### src/design/dtw_pkg.sv
package dtw_pkg;

  localparam int DIST_W    = 16;
  localparam int COST_W    = 32;
  localparam int LEN_W     = 12;
  localparam int CFG_W     = 11;
  localparam int CFG_IDX_W = 1;

  localparam logic [COST_W-1:0] COST_INF  = '1;
  localparam logic [COST_W-1:0] COST_ZERO = '0;
  localparam logic [LEN_W-1:0]  LEN_MAX   = '1;
  localparam logic [LEN_W-1:0]  LEN_ONE   = LEN_W'(1);

  // configuration register indexes
  localparam logic [CFG_IDX_W-1:0] CFG_ROWS = CFG_IDX_W'(0);
  localparam logic [CFG_IDX_W-1:0] CFG_COLS = CFG_IDX_W'(1);

  // one quotient bit per divide step
  localparam int DIV_STEPS = COST_W;
  localparam int DIV_CNT_W = $clog2(DIV_STEPS);

  typedef struct packed {
    logic accept;    // latch distance, read row store
    logic update;    // evaluate cell, write row store
    logic div_step;  // one restoring divide step
  } dtw_cmd_t;

  typedef struct packed {
    logic matrix_done;  // current cell is the last of the matrix
    logic div_last;     // divider is at its final step
  } dtw_sts_t;

endpackage

### src/design/dtw_ctrl.sv
module dtw_ctrl (
  input  logic              clk_i,
  input  logic              rst_ni,
  input  logic              in_valid_i,
  output logic              in_ready_o,
  output logic              out_valid_o,
  input  logic              out_ready_i,
  output dtw_pkg::dtw_cmd_t cmd_o,
  input  dtw_pkg::dtw_sts_t sts_i
);
  import dtw_pkg::*;

  typedef enum logic [1:0] {
    S_IDLE,
    S_CELL,
    S_DIV
  } state_e;

  state_e state_q;
  logic   out_valid_q;
  logic   accept, step, slot_free;

  assign in_ready_o = state_q == S_IDLE;
  assign accept     = in_valid_i && in_ready_o;
  // the final step writes the output register, so it needs the slot
  assign slot_free  = !out_valid_q || out_ready_i;
  assign step       = (state_q == S_DIV) && (!sts_i.div_last || slot_free);

  assign cmd_o.accept   = accept;
  assign cmd_o.update   = state_q == S_CELL;
  assign cmd_o.div_step = step;

  always_ff @(posedge clk_i or negedge rst_ni) begin
    if (!rst_ni) begin
      state_q     <= S_IDLE;
      out_valid_q <= 1'b0;
    end else begin
      if (out_valid_q && out_ready_i) begin
        out_valid_q <= 1'b0;
      end
      unique case (state_q)
        S_IDLE: begin
          if (accept) begin
            state_q <= S_CELL;
          end
        end
        S_CELL: begin
          state_q <= sts_i.matrix_done ? S_DIV : S_IDLE;
        end
        S_DIV: begin
          if (step && sts_i.div_last) begin
            state_q     <= S_IDLE;
            out_valid_q <= 1'b1;
          end
        end
        default: state_q <= S_IDLE;
      endcase
    end
  end

  assign out_valid_o = out_valid_q;

endmodule

### config.mk
export PLATFORM = sky130hd
export DESIGN_NAME = dtw_ctrl
export DESIGN_NICKNAME = d
export VERILOG_FILES = /design/src/design/dtw_pkg.sv /design/src/design/dtw_ctrl.sv
export SDC_FILE = /design/constraint.sdc
export NUM_CORES = 1
export LEC_CHECK = 0
export BUFFER_PORTS_ARGS = -buffer_cell sky130_fd_sc_hd__buf_2
export CAP_MARGIN = 25
export CORE_AREA = 2 2 39 41
export DETAILED_ROUTE_END_ITERATION = 16
export DIE_AREA = 0 0 41 43
export SLEW_MARGIN = 25
export SYNTH_ARGS = -nofsm -noshare
export SYNTH_HDL_FRONTEND = slang
export SYNTH_SLANG_ARGS = --single-unit
### constraint.sdc
create_clock -name clk_i -period 1.4 [get_ports clk_i]
set_input_delay 0.21 -clock clk_i [delete_from_list [all_inputs] [get_ports clk_i]]
set_output_delay 0.21 -clock clk_i [all_outputs]
set_load 0.02 [all_outputs]
==> flow_summary_export.csv <==
group,metric,value,unit
timing,max_slew_margin,89.21,%
timing,finalHoldViolCount,0,
pwr,p_per_area,1455,mW/mm^2
detailed_routing,drt_wl_total,356,um
global_routing,grt_pass1_wl,545,um
synthesis,ys_seq_elements,3,
clocking,numCtsBuffers,3,
min_path,whs_path_depth,2,
detailed_routing,drc,0,
synthesis,synthTopCellsByArea,"dfrtp_1 44%, buf_4 8.8%, o2bb2ai_2 8.8%",
critical_path,cpPeakStageDelay,410,ps
critical_path,startpoint_type,"flip-flop",
pwr,p_clk_share,40.7,%
finish,finalNetCount,36,
min_path,hold_start,"sts_i[1]",
detailed_routing,drt_pre_antenna_iters,1,
critical_path,critPathKind,"flip-flop to output port",
critical_path,crit_required,1190,ps
detailed_routing,detail_route.iter0.violations,0,
floorplan,die_h,43,um
synthesis,yosys-top-cells-count,"3 x dfrtp_1, 2 x and2_1, 2 x buf_4, 2 x nor2_2",
synthesis,yosysSeqAreaShare,43.80,%
critical_path,rrSetupSlack,580,ps
run_status,outcome,"complete, no violations",
synthesis,synth_compound_gate_area_share,16.79,%
timing,tightest_slew,161.8,ps
global_routing,grt_max_degree,5,
clocking,root_buffer,"clkbuf_4",
pwr,p_leak,0.1311,nW
floorplan,start_util,12.39,%
synthesis,yosys.area_share.adder,0,%
detailed_routing,vias,154,
timing,final-setup-viol-count,0,
detailed_routing,vias_per_cell,3.422,
global_routing,antenna_found_initial,0,
critical_path,worstRegToRegCells,3,
global_routing,track_usage,5.628,%
clocking,clk_latency,230,ps
synthesis,synth_area_per_cell,10.71,um^2
synthesis,yosys.area_share.simple,28.47,%
critical_path,worstPathArrival,1090,ps
critical_path,cp_max_fo,4,
synthesis,synth_cells,16,
clocking,cts.path.max_buffers,2,
detailed_routing,postRouteAntennaNets,0,
floorplan,ios,11,
synthesis,syn_area,171.4,um^2
timing,max_freq,0.7690,GHz
timing,final.period_utilization,92.88,%
clocking,cts_max_level,1,
pwr,switching_share,33.21,%
clocking,post_cts_buffers,0,
synthesis,synth-xor-area-share,0,%
pwr,seqPwrFrac,29.3,%
finish,drive_gt1_share,65.52,%
clocking,cts_tree,"yes",
pwr,p_sw,0.1270,mW
critical_path,r2r-end,"state_q[1]",
clocking,cts.sinks,3,
timing,drv_slew,0,
floorplan,die_area,0.001763,mm^2
min_path,hold_path_class,"primary input to flip-flop",
synthesis,ys_warn_count,0,
detailed_routing,wl_per_cell,7.911,um
placement,dpl_cell_area,226.5,um^2
timing,rsz0062_at_grt,"no",
synthesis,synth_enable_flop_cells,0,
synthesis,yosys-mux-area-fraction,0,%
timing,finClkSkew,2.548,ps
placement,gp_congestion,0.5410,
pwr,power.internal,0.2554,mW
synthesis,synth.top_cell.area_share,43.80,%
synthesis,yosys.cell_count.top_type,"dfrtp_1",
critical_path,crit_path_end_kind,"output port",
synthesis,postSynthNetCount,22,
timing,fin_tns_setup,0,ps
clocking,cts.clk_slew.worst_paths,40,ps
pwr,ir_drop,0.2741,mV
synthesis,synth_area_leader_cell,"dfrtp_1",
clocking,cts_hold_buf,1,
synthesis,synth_top_family_by_area,"simple AND/OR/NAND/NOR gates",
global_routing,grt_overflow,0,
placement,io_buffers,10,
critical_path,crit_chain,"nor2_2, and2_1, buf_2",
finish,area_growth,53.29,%
global_routing,grt_pass1_vias,141,
synthesis,synthArstFlopShare,100.0,%
critical_path,timing.rr.start,"out_valid_o",
floorplan,rows,14,
finish,antennaDiodeCount,0,
finish,final_area,262.8,um^2
floorplan,core,0.001384,mm^2
clocking,ctsResizeCount,0,
pwr,comb_power_share,29.9,%
timing,min_period,1300,ps
run,cap_violations,0,
synthesis,yosysUniqueCellTypes,11,
synthesis,ys_dominant_reg_cell,"dfrtp_1",
floorplan,die_w,41,um
critical_path,slowest_stage,"dfrtp_1",
min_path,worstHoldEndpoint,"state_q[1]",
## registers in the layout, indices dropped and copies added (netlist names)
register / flops
state_q: 2
out_valid_o: 1
## placed cells by master, fill, tap and decap left out
cell type,instances
dfrtp_1,3
clkbuf_4,3
buf_2,10
o2bb2ai_2,1
clkbuf_1,1
nor2b_4,1
a21oi_1,1
inv_2,1
nand2_1,1
and2_1,2
dlygate4sd3_1,1
a31o_2,1
nor2b_1,1
nor2_2,2
## power by group through the flow
stage / registers [mW] / clock network (mW) / logic, mW
2_1_floorplan: 0.118 / 0 / 0.0818
3_3_place_gp: 0.113 / 0 / 0.114
3_5_place_dp: 0.113 / 0 / 0.114
4_1_cts: 0.113 / 0.164 / 0.117
5_1_grt: 0.116 / 0.171 / 0.124
6_report: 0.112 / 0.156 / 0.114
## final cells by class
| cell class | instances | area (um^2) |
|---|---|---|
| Multi-Input combinational cell | 10 | 77.57 |
| Inverter | 1 | 3.754 |
| Tap cell | 16 | 20.02 |
| Timing Repair Buffer | 11 | 60.06 |
| Sequential cell | 3 | 75.07 |
| Clock buffer | 4 | 26.28 |
| Fill cell | 151 | 1121 |
## worst max-delay path by stage
| stage | from | end | depth (start not counted) |
|---|---|---|---|
| after CTS | state_q[1] | cmd_o[2] | 3 |
| after global routing | state_q[1] | cmd_o[2] | 3 |
| after global placement | state_q[1] | cmd_o[2] | 3 |
| final | state_q[1] | cmd_o[2] | 3 |
| after detailed placement | state_q[1] | cmd_o[2] | 3 |
| after floorplan | state_q[1] | cmd_o[2] | 3 |
## metal layers
metal  track usage [%]  vias to the layer above  share of wire, %
li1                  -                       77                 -
met4             8.000                        0               3.4
met5                 0                        -                 0
met3             4.712                        2                14
met2             5.938                       11                41
met1             5.161                       64                42
## critical path: cells and delay by family, from the launching register on
family        cells  cell delay (ps)
flops             1              410
simple gates      2              290
buf+inv           1              150
## kinds of logic (layout without fill, tap and decap cells)
kind of cell / after synthesis / in the layout
simple gates: 7 / 7
compound gates: 3 / 3
flops: 3 / 3
buf+inv: 3 / 16
## per-stage QoR
stage | worst slack, ps | power [mW] | util (%) | hold WS [ps] | std cells
after global placement | 329.5 | 0.2275 | 16.37 | 7.445 | 40
after CTS | 69.51 | 0.3936 | 18.99 | 194.3 | 45
final | 99.62 | 0.3824 | 18.99 | 197.2 | 45
after global routing | 23.24 | 0.4108 | 18.99 | 195.7 | 45
after detailed placement | 338.9 | 0.2272 | 16.37 | 8.349 | 40
after floorplan | 246.4 | 0.1994 | - | -85.59 | 16
(Power assumes the default switching activity.)
